===== src/hdl/stl_pkg.sv =====
// Shared definitions for the statement lexer: token kinds, lexer modes,
// character codes, keyword spellings and byte classification functions.
// No dependencies.
`timescale 1ns / 1ps
`default_nettype none

package stl_pkg;

  localparam int BYTE_W          = 8;
  localparam int KIND_W          = 4;
  localparam int MODE_W          = 3;
  localparam int WORD_W          = 24;
  localparam int DEF_OFFSET_BITS = 20;
  localparam int DEF_LENGTH_BITS = 12;
  localparam int QDEPTH          = 4;
  localparam int QPTR_W          = 2;
  localparam int QCNT_W          = 3;

  localparam logic [MODE_W-1:0] M_IDLE = 3'd0;
  localparam logic [MODE_W-1:0] M_WORD = 3'd1;
  localparam logic [MODE_W-1:0] M_NUM  = 3'd2;
  localparam logic [MODE_W-1:0] M_EOL  = 3'd3;
  localparam logic [MODE_W-1:0] M_HALT = 3'd4;

  localparam logic [KIND_W-1:0] K_INT   = 4'd0;
  localparam logic [KIND_W-1:0] K_ID    = 4'd1;
  localparam logic [KIND_W-1:0] K_MUT   = 4'd2;
  localparam logic [KIND_W-1:0] K_TYPE  = 4'd3;
  localparam logic [KIND_W-1:0] K_END   = 4'd4;
  localparam logic [KIND_W-1:0] K_PLUS  = 4'd5;
  localparam logic [KIND_W-1:0] K_MINUS = 4'd6;
  localparam logic [KIND_W-1:0] K_DIV   = 4'd7;
  localparam logic [KIND_W-1:0] K_MUL   = 4'd8;
  localparam logic [KIND_W-1:0] K_COLON = 4'd9;
  localparam logic [KIND_W-1:0] K_EQUAL = 4'd10;
  localparam logic [KIND_W-1:0] K_EOF   = 4'd11;
  localparam logic [KIND_W-1:0] K_ERROR = 4'd12;

  localparam logic [BYTE_W-1:0] CH_NUL   = 8'h00;
  localparam logic [BYTE_W-1:0] CH_TAB   = 8'h09;
  localparam logic [BYTE_W-1:0] CH_LF    = 8'h0A;
  localparam logic [BYTE_W-1:0] CH_CR    = 8'h0D;
  localparam logic [BYTE_W-1:0] CH_SPACE = 8'h20;
  localparam logic [BYTE_W-1:0] CH_STAR  = 8'h2A;
  localparam logic [BYTE_W-1:0] CH_PLUS  = 8'h2B;
  localparam logic [BYTE_W-1:0] CH_MINUS = 8'h2D;
  localparam logic [BYTE_W-1:0] CH_SLASH = 8'h2F;
  localparam logic [BYTE_W-1:0] CH_COLON = 8'h3A;
  localparam logic [BYTE_W-1:0] CH_EQUAL = 8'h3D;

  localparam logic [WORD_W-1:0] WORD_CST = 24'h637374;
  localparam logic [WORD_W-1:0] WORD_VAR = 24'h766172;
  localparam logic [WORD_W-1:0] WORD_I32 = 24'h493332;

  function automatic logic is_letter(input logic [BYTE_W-1:0] b);
    return (b inside {[8'h61:8'h7A], [8'h41:8'h5A]});
  endfunction

  function automatic logic is_digit(input logic [BYTE_W-1:0] b);
    return (b inside {[8'h30:8'h39]});
  endfunction

endpackage

`default_nettype wire


===== src/hdl/stl_step.sv =====
// Lexer state and the per-byte classification step: flushes a pending token
// and starts the next one, giving up to two packed result entries per byte.
// Depends on stl_pkg.
`timescale 1ns / 1ps
`default_nettype none

module stl_step #(
  parameter int OFFSET_BITS = stl_pkg::DEF_OFFSET_BITS,
  parameter int LENGTH_BITS = stl_pkg::DEF_LENGTH_BITS,
  localparam int ENT_W = 1 + LENGTH_BITS + OFFSET_BITS + stl_pkg::KIND_W
) (
  input  wire logic                        clk,
  input  wire logic                        rst,
  input  wire logic                        fire,
  input  wire logic [stl_pkg::BYTE_W-1:0]  byte_in,
  output logic [1:0]                       res_cnt,
  output logic [ENT_W-1:0]                 res0,
  output logic [ENT_W-1:0]                 res1
);

  localparam logic [LENGTH_BITS-1:0] LEN_ONE  = {{(LENGTH_BITS-1){1'b0}}, 1'b1};
  localparam logic [LENGTH_BITS-1:0] LEN_ZERO = '0;
  localparam logic [LENGTH_BITS-1:0] LEN_MAX  = '1;
  localparam logic [LENGTH_BITS-1:0] LEN_THREE = LENGTH_BITS'(3);
  localparam logic [OFFSET_BITS-1:0] OFF_MAX  = '1;

  logic [stl_pkg::MODE_W-1:0] mode, mode_next;
  logic [OFFSET_BITS-1:0]     position, position_next;
  logic [OFFSET_BITS-1:0]     token_start, token_start_next;
  logic [LENGTH_BITS-1:0]     token_length, token_length_next;
  logic [stl_pkg::WORD_W-1:0] first_chars, first_chars_next;

  logic                       b_letter, b_digit, b_space, b_eol, b_zero;
  logic                       bg_emit, bg_load;
  logic [stl_pkg::KIND_W-1:0] bg_kind;
  logic [stl_pkg::MODE_W-1:0] bg_mode;
  logic [stl_pkg::KIND_W-1:0] fl_kind;
  logic                       pending, extend;
  logic                       do_flush, do_begin;
  logic                       sec_emit;
  logic [stl_pkg::KIND_W-1:0] sec_kind;
  logic [LENGTH_BITS-1:0]     sec_len;
  logic [ENT_W-1:0]           fl_ent, sec_ent;

  assign b_letter = stl_pkg::is_letter(byte_in);
  assign b_digit  = stl_pkg::is_digit(byte_in);
  assign b_space  = (byte_in == stl_pkg::CH_SPACE) || (byte_in == stl_pkg::CH_TAB);
  assign b_eol    = (byte_in == stl_pkg::CH_LF) || (byte_in == stl_pkg::CH_CR);
  assign b_zero   = (byte_in == stl_pkg::CH_NUL);
  assign pending  = (mode == stl_pkg::M_WORD) || (mode == stl_pkg::M_NUM);
  assign extend   = ((mode == stl_pkg::M_WORD) && (b_letter || b_digit)) ||
                    ((mode == stl_pkg::M_NUM) && b_digit);

  always_comb begin
    bg_emit = 1'b1;
    bg_load = 1'b0;
    bg_kind = stl_pkg::K_ERROR;
    bg_mode = stl_pkg::M_HALT;
    if (b_space) begin
      bg_emit = 1'b0;
      bg_mode = stl_pkg::M_IDLE;
    end else if (b_letter) begin
      bg_emit = 1'b0;
      bg_load = 1'b1;
      bg_mode = stl_pkg::M_WORD;
    end else if (b_digit) begin
      bg_emit = 1'b0;
      bg_load = 1'b1;
      bg_mode = stl_pkg::M_NUM;
    end else if (b_eol) begin
      bg_kind = stl_pkg::K_END;
      bg_mode = stl_pkg::M_EOL;
    end else begin
      bg_mode = stl_pkg::M_IDLE;
      case (byte_in)
        stl_pkg::CH_PLUS:  bg_kind = stl_pkg::K_PLUS;
        stl_pkg::CH_MINUS: bg_kind = stl_pkg::K_MINUS;
        stl_pkg::CH_SLASH: bg_kind = stl_pkg::K_DIV;
        stl_pkg::CH_STAR:  bg_kind = stl_pkg::K_MUL;
        stl_pkg::CH_COLON: bg_kind = stl_pkg::K_COLON;
        stl_pkg::CH_EQUAL: bg_kind = stl_pkg::K_EQUAL;
        default: begin
          bg_kind = stl_pkg::K_ERROR;
          bg_mode = stl_pkg::M_HALT;
        end
      endcase
    end
  end

  always_comb begin
    fl_kind = stl_pkg::K_INT;
    if (mode == stl_pkg::M_WORD) begin
      fl_kind = stl_pkg::K_ID;
      if (token_length == LEN_THREE) begin
        if ((first_chars == stl_pkg::WORD_CST) || (first_chars == stl_pkg::WORD_VAR)) begin
          fl_kind = stl_pkg::K_MUT;
        end else if (first_chars == stl_pkg::WORD_I32) begin
          fl_kind = stl_pkg::K_TYPE;
        end
      end
    end
  end

  always_comb begin
    mode_next         = mode;
    position_next     = position;
    token_start_next  = token_start;
    token_length_next = token_length;
    first_chars_next  = first_chars;
    do_flush          = 1'b0;
    do_begin          = 1'b0;
    sec_emit          = 1'b0;
    sec_kind          = stl_pkg::K_EOF;
    sec_len           = LEN_ZERO;
    if (b_zero) begin
      do_flush          = pending;
      sec_emit          = 1'b1;
      mode_next         = stl_pkg::M_IDLE;
      position_next     = '0;
      token_start_next  = '0;
      token_length_next = '0;
      first_chars_next  = '0;
    end else begin
      if (position != OFF_MAX) begin
        position_next = position + 1'b1;
      end
      case (mode)
        stl_pkg::M_HALT: begin
        end
        stl_pkg::M_WORD, stl_pkg::M_NUM: begin
          if (extend) begin
            if (token_length < LEN_THREE) begin
              first_chars_next = {first_chars[15:0], byte_in};
            end
            if (token_length != LEN_MAX) begin
              token_length_next = token_length + 1'b1;
            end
          end else begin
            do_flush = 1'b1;
            do_begin = 1'b1;
          end
        end
        stl_pkg::M_EOL: begin
          do_begin = !b_eol;
        end
        default: begin
          do_begin = 1'b1;
        end
      endcase
      if (do_begin) begin
        sec_emit  = bg_emit;
        sec_kind  = bg_kind;
        sec_len   = LEN_ONE;
        mode_next = bg_mode;
        if (bg_load) begin
          token_start_next  = position;
          token_length_next = LEN_ONE;
          first_chars_next  = {16'h0000, byte_in};
        end
      end
    end
  end

  assign fl_ent  = {!sec_emit, token_length, token_start, fl_kind};
  assign sec_ent = {1'b1, sec_len, position, sec_kind};

  always_comb begin
    if (do_flush) begin
      res0    = fl_ent;
      res1    = sec_ent;
      res_cnt = sec_emit ? 2'd2 : 2'd1;
    end else begin
      res0    = sec_ent;
      res1    = sec_ent;
      res_cnt = sec_emit ? 2'd1 : 2'd0;
    end
  end

  always_ff @(posedge clk) begin
    if (rst) begin
      mode         <= stl_pkg::M_IDLE;
      position     <= '0;
      token_start  <= '0;
      token_length <= '0;
      first_chars  <= '0;
    end else if (fire) begin
      mode         <= mode_next;
      position     <= position_next;
      token_start  <= token_start_next;
      token_length <= token_length_next;
      first_chars  <= first_chars_next;
    end
  end

endmodule

`default_nettype wire


===== src/hdl/stl_out_queue.sv =====
// Four-entry result queue that takes up to two entries per cycle and
// hands out one per cycle on a valid/ready output.
// Depends on stl_pkg.
`timescale 1ns / 1ps
`default_nettype none

module stl_out_queue #(
  parameter int W = 8
) (
  input  wire logic         clk,
  input  wire logic         rst,
  input  wire logic [1:0]   wr_cnt,
  input  wire logic [W-1:0] wr_data0,
  input  wire logic [W-1:0] wr_data1,
  output logic              room2,
  output logic              rd_valid,
  input  wire logic         rd_ready,
  output logic [W-1:0]      rd_data
);

  logic [W-1:0]               entries [stl_pkg::QDEPTH];
  logic [stl_pkg::QPTR_W-1:0] wptr, rptr;
  logic [stl_pkg::QCNT_W-1:0] count;
  logic                       rd_fire;

  assign rd_valid = (count != '0);
  assign rd_fire  = rd_valid && rd_ready;
  assign rd_data  = entries[rptr];
  assign room2    = (count <= stl_pkg::QCNT_W'(stl_pkg::QDEPTH - 2));

  always_ff @(posedge clk) begin
    if (wr_cnt != 2'd0) begin
      entries[wptr] <= wr_data0;
    end
    if (wr_cnt == 2'd2) begin
      entries[stl_pkg::QPTR_W'(wptr + 1'b1)] <= wr_data1;
    end
  end

  always_ff @(posedge clk) begin
    if (rst) begin
      wptr  <= '0;
      rptr  <= '0;
      count <= '0;
    end else begin
      wptr  <= stl_pkg::QPTR_W'(wptr + wr_cnt);
      rptr  <= stl_pkg::QPTR_W'(rptr + rd_fire);
      count <= stl_pkg::QCNT_W'(count + wr_cnt - rd_fire);
    end
  end

endmodule

`default_nettype wire


===== src/hdl/statement_lexer_core.sv =====
// Top level of the statement lexer: input register, lexer step and result queue.
// Depends on stl_pkg, stl_step and stl_out_queue.
//
// Usage: source bytes enter on the s_* stream, one item per byte; a zero byte
// ends the source and restarts the offset count at zero. Tokens leave on the
// m_* stream as kind, start offset and length, with m_tlast set on the final
// token caused by one input byte. A byte may cause no token, one or two.
// The input register takes the byte when it is accepted, and the step logic
// writes its tokens into the queue once the queue has room for two tokens;
// the queue then offers them to the receiver from its registered entries.
// Throughput is one byte per cycle while the receiver takes tokens at least
// as fast as they are made; the two tokens of one byte leave one at a time,
// set by the single read port of the four-entry result queue.
// The step logic takes a byte only when the queue has room for two tokens.
// When the receiver stalls, the queue fills and s_tready drops; nothing is
// lost. Reset (rst, synchronous) empties the queue and input register and
// returns the lexer to idle at offset zero.
`timescale 1ns / 1ps
`default_nettype none

module statement_lexer_core #(
  parameter int OFFSET_BITS = stl_pkg::DEF_OFFSET_BITS,
  parameter int LENGTH_BITS = stl_pkg::DEF_LENGTH_BITS,
  localparam int OUT_W = ((stl_pkg::KIND_W + OFFSET_BITS + LENGTH_BITS + 7) / 8) * 8
) (
  input  wire logic                       clk,
  input  wire logic                       rst,
  input  wire logic                       s_tvalid,
  output logic                            s_tready,
  input  wire logic [stl_pkg::BYTE_W-1:0] s_tdata,   // byte_req
  output logic                            m_tvalid,
  input  wire logic                       m_tready,
  output logic [OUT_W-1:0]                m_tdata,   // kind, start_offset, length, zero fill
  output logic                            m_tlast    // last_of_run
);

  localparam int ENT_W = 1 + LENGTH_BITS + OFFSET_BITS + stl_pkg::KIND_W;

  logic                       in_valid;
  logic [stl_pkg::BYTE_W-1:0] in_byte;
  logic                       room2, fire;
  logic [1:0]                 res_cnt, wr_cnt;
  logic [ENT_W-1:0]           res0, res1, rd_data;

  assign fire     = in_valid && room2;
  assign s_tready = !in_valid || fire;
  assign wr_cnt   = fire ? res_cnt : 2'd0;

  always_ff @(posedge clk) begin
    if (rst) begin
      in_valid <= 1'b0;
    end else if (s_tready) begin
      in_valid <= s_tvalid;
    end
  end

  always_ff @(posedge clk) begin
    if (s_tvalid && s_tready) begin
      in_byte <= s_tdata;
    end
  end

  stl_step #(
    .OFFSET_BITS(OFFSET_BITS),
    .LENGTH_BITS(LENGTH_BITS)
  ) u_step (
    .clk    (clk),
    .rst    (rst),
    .fire   (fire),
    .byte_in(in_byte),
    .res_cnt(res_cnt),
    .res0   (res0),
    .res1   (res1)
  );

  stl_out_queue #(
    .W(ENT_W)
  ) u_queue (
    .clk     (clk),
    .rst     (rst),
    .wr_cnt  (wr_cnt),
    .wr_data0(res0),
    .wr_data1(res1),
    .room2   (room2),
    .rd_valid(m_tvalid),
    .rd_ready(m_tready),
    .rd_data (rd_data)
  );

  assign m_tdata = OUT_W'(rd_data[ENT_W-2:0]);
  assign m_tlast = rd_data[ENT_W-1];

endmodule

`default_nettype wire


===== config.mk =====
export PLATFORM = sky130hd
export DESIGN_NAME = statement_lexer_core
export DESIGN_NICKNAME = d
export VERILOG_FILES = /design/src/hdl/stl_pkg.sv /design/src/hdl/stl_step.sv /design/src/hdl/stl_out_queue.sv /design/src/hdl/statement_lexer_core.sv
export SDC_FILE = /design/constraint.sdc
export NUM_CORES = 1
export LEC_CHECK = 0
export ABC_AREA = 1
export BUFFER_PORTS_ARGS = -buffer_cell sky130_fd_sc_hd__buf_4
export CAP_MARGIN = 20
export CELL_PAD_IN_SITES_DETAIL_PLACEMENT = 1
export CELL_PAD_IN_SITES_GLOBAL_PLACEMENT = 1
export CORE_ASPECT_RATIO = 0.9
export CORE_MARGIN = 8
export CORE_UTILIZATION = 30
export CTS_CLUSTER_SIZE = 10
export DETAILED_ROUTE_END_ITERATION = 16
export GPL_ROUTABILITY_DRIVEN = 0
export HOLD_SLACK_MARGIN = 0.02
export PLACE_DENSITY = 0.58
export SLEW_MARGIN = 0
export SYNTH_ARGS = -nofsm -noshare
export SYNTH_HDL_FRONTEND = slang
export SYNTH_SLANG_ARGS = --single-unit

===== constraint.sdc =====
create_clock -name clk -period 3.67 [get_ports clk]
set_input_delay 1.101 -clock clk [delete_from_list [all_inputs] [get_ports clk]]
set_output_delay 1.101 -clock clk [all_outputs]
set_load 0.005 [all_outputs]

==> run_results.csv <==
group,metric,value,unit
run_status,outcome,"completed",
clock_network,cts.clk_slew.worst_paths,0.06,ns
floorplan,dieArea,47900,um2
floorplan,core,40600,um2
synth,ys_ff_latch,243,
synth,syn_area_per_cell,7.64,um2
finish,insertedDiodeCount,0,
clock_network,post_cts_buffers,0,
clock_network,clk_latency,0.59,ns
route,route.detailed.drc,0,
clock_network,htree_levels,1,
clock_network,clk_root_buffer_cell,"clkbuf_16",
route,wl_per_cell,19.2,um
route,wl,42100,um
placed_design,hpwl,27900,um
floorplan,pin_count,55,
clock_network,cts_tree,"done",
clock_network,ctsResizeCount,0,
finish,area_delta_synth_final,14.7,%
placed_design,placed_cells,2140,
grt,grt_pass1_vias,11700,
route,drt_iter0_drc,710,
synth,yosysSeqAreaShare,0.482,
finish,finalNetCount,1651,
clock_network,clockBufferDepth,3,
sta,finalMaxSlewViolations,0,
grt,grt_first_pass_wirelength,66900,um
synth,ys_types,39,
sta,finalWorstSetupSlack,0.199,ns
route,vias_per_cell,5.08,
sta,fin_crit_sh,0.946,
clock_network,cts.sinks,243,
synth,ys_warn_count,0,
sta,max_freq,288,MHz
pwr,power_density,603,nW/um2
sta,hold_viol,0,
hold_path,hold_path_class,"flip-flop to flip-flop",
sta,setup_viol,0,
sta,period_needed,3.47,ns
sta,slew_headroom,0.466,
sta,rsz0062_at_grt,"false",
placed_design,place_ws,0.528,ns
setup_path,critPathKind,"flip-flop to primary output",
floorplan,rows,70,
pwr,vdd_ir_drop_max,376,uV
setup_path,worst_setup_path_end_kind,"primary output",
grt,grt_start_max_net_pins,76,
route,ant_nets,0,
placed_design,port_buffers,50,
route,first_pass_iters,5,
finish,fin_cells,2193,
finish,utilization,0.348,
job,cap_violations,0,
pwr,leakagePower,5.46,nW
setup_path,required,2.57,ns
grt,grt-ovfl-total,0,
setup_path,crit_fanout,75,
floorplan,die_h,208,um
sta,worst_clock_skew,0.0294,ns
route,vias,11100,
sta,worst_slew_pin_slew,0.801,ns
setup_path,start_kind,"flip-flop",
pwr,power.total,8.52,mW
synth,synth_cells,1614,
floorplan,initial_core_util,0.304,
clock_network,cts.hold.buffers_added,0,
grt,antenna_found_initial,0,
finish,drive_above_1_share,0.0962,
grt,grt_use_total,0.173,
synth,netlist_area,12300,um2
setup_path,cp.arrival,2.37,ns
floorplan,die_w,230,um
sta,fin_setup_tns,0,ns
clock_network,cts_buffers,30,
final timing paths:
kind / depth (start not counted) / start / slack (ns) / to
setup / recovery: 4 / u_queue.rptr[0] / 0.20 / m_tdata[19]
hold / removal: 2 / u_queue.entries[2][26] / 0.45 / u_queue.entries[2][26]
setup reg to reg: 13 / in_byte[1] / 0.54 / u_queue.entries[2][2]
hold reg to reg: 2 / u_queue.entries[2][26] / 0.45 / u_queue.entries[2][26]
routing by layer:
layer	up-vias	track usage	share of wire
met5	-	0	0
met4	0	0.0352	0.018
met3	44	0.0214	0.035
met2	174	0.279	0.45
met1	5407	0.245	0.50
li1	5522	-	-
cell families (layout without fill, tap and decap cells):
group,after synthesis,after routing,synth area share
flip-flops,243,243,0.482
AO/OA/AOI/OAI,371,371,0.163
other,1,4,0.000304
buffers and inverters,221,257,0.0749
AND/OR/NAND/NOR,755,755,0.260
XOR/XNOR,16,16,0.0114
adder cells (fa/ha/maj),7,7,0.00771
area by class of cell:
| cell class | count | area, um2 |
|---|---|---|
| Fill cell | 4952 | 26500 |
| Sequential cell | 243 | 5950 |
| Multi-Input combinational cell | 1153 | 5480 |
| Clock buffer | 48 | 848 |
| Tap cell | 540 | 676 |
| Timing Repair Buffer | 81 | 633 |
| Inverter | 123 | 462 |
| Clock inverter | 5 | 100 |
power by group:
group	total [mW]	internal, mW	switching (mW)
Clock	2.91	1.71	1.19
Combinational	2.53	0.858	1.67
Sequential	3.09	3.00	0.0855
stage by stage:
step                      area (um2)  hold slack, ns
after floorplan                12300           0.423
after global placement         13200           0.434
after detailed placement       13200           0.444
after CTS                      14100           0.460
after global routing           14100           0.472
final                          14100           0.455
flip-flops by register name, indices dropped and copies added (netlist names), 2 cells and up:
register,count
u_queue.entries,148
u_step.first_chars,24
u_step.position,20
u_step.token_start,20
u_step.token_length,12
in_byte,8
u_queue.count,3
u_step.mode,3
u_queue.rptr,2
u_queue.wptr,2
synthesized netlist by cell type:
cell,count,area share
nand3_1,99,0.040
a21oi_1,79,0.032
nand3_2,3,0.0024
inv_2,13,0.0040
xor2_1,14,0.0099
nor4_1,2,0.0010
buf_1,4,0.0012
and2_1,1,0.00051
nor3_1,27,0.011
o21ai_1,5,0.0020
buf_6,4,0.0037
or2_2,1,0.00051
xnor2_1,2,0.0014
or2_1,1,0.00051
nand2_2,8,0.0041
clkbuf_1,61,0.019
o21a_1,2,0.0012
buf_2,18,0.0073
a21boi_0,1,0.00061
edfxtp_1,108,0.26
nand3b_1,1,0.00061
nor3_4,2,0.0026
nand4_1,36,0.018
o21ai_0,165,0.067
inv_1,110,0.033
nor3_2,1,0.00081
nor2_2,7,0.0036
conb_1,1,0.00030
dfxtp_1,135,0.22
nand2_1,386,0.12
and3_1,1,0.00051
o211ai_1,1,0.00061
ha_1,6,0.0061
o22ai_1,118,0.060
fa_1,1,0.0016
nor2_1,176,0.054
buf_4,11,0.0067
nor2_4,2,0.0018
nand4_2,1,0.0010
critical path: stages (launching register included):
cell and delay (ns):
dfxtp_2 0.33, buf_4 0.63, o21ai_0 0.25, o22ai_1 0.37, buf_4 0.18
cell usage in the layout (no fill, tap or decap), types with 2 or more instances in the layout:
cell type  instances
o21a_1             2
nand3_2            3
clkbuf_1          15
dfxtp_1          134
clkbuf_8           3
nor3_4             2
inv_2             14
nor2_2             7
o21ai_0          165
nand3_1           99
buf_4             79
ha_1               6
o21ai_1            5
nor2_4             2
nand2_2            8
buf_12             2
a21oi_1           79
o22ai_1          118
nor2_1           176
nor3_1            27
inv_1            109
edfxtp_1         108
nor4_1             2
clkinv_2           2
xor2_1            14
clkbuf_16         30
bufinv_16          2
nand4_1           36
xnor2_1            2
conb_1             4
nand2_1          386
Note: power is estimated with default switching activity, not from simulation.
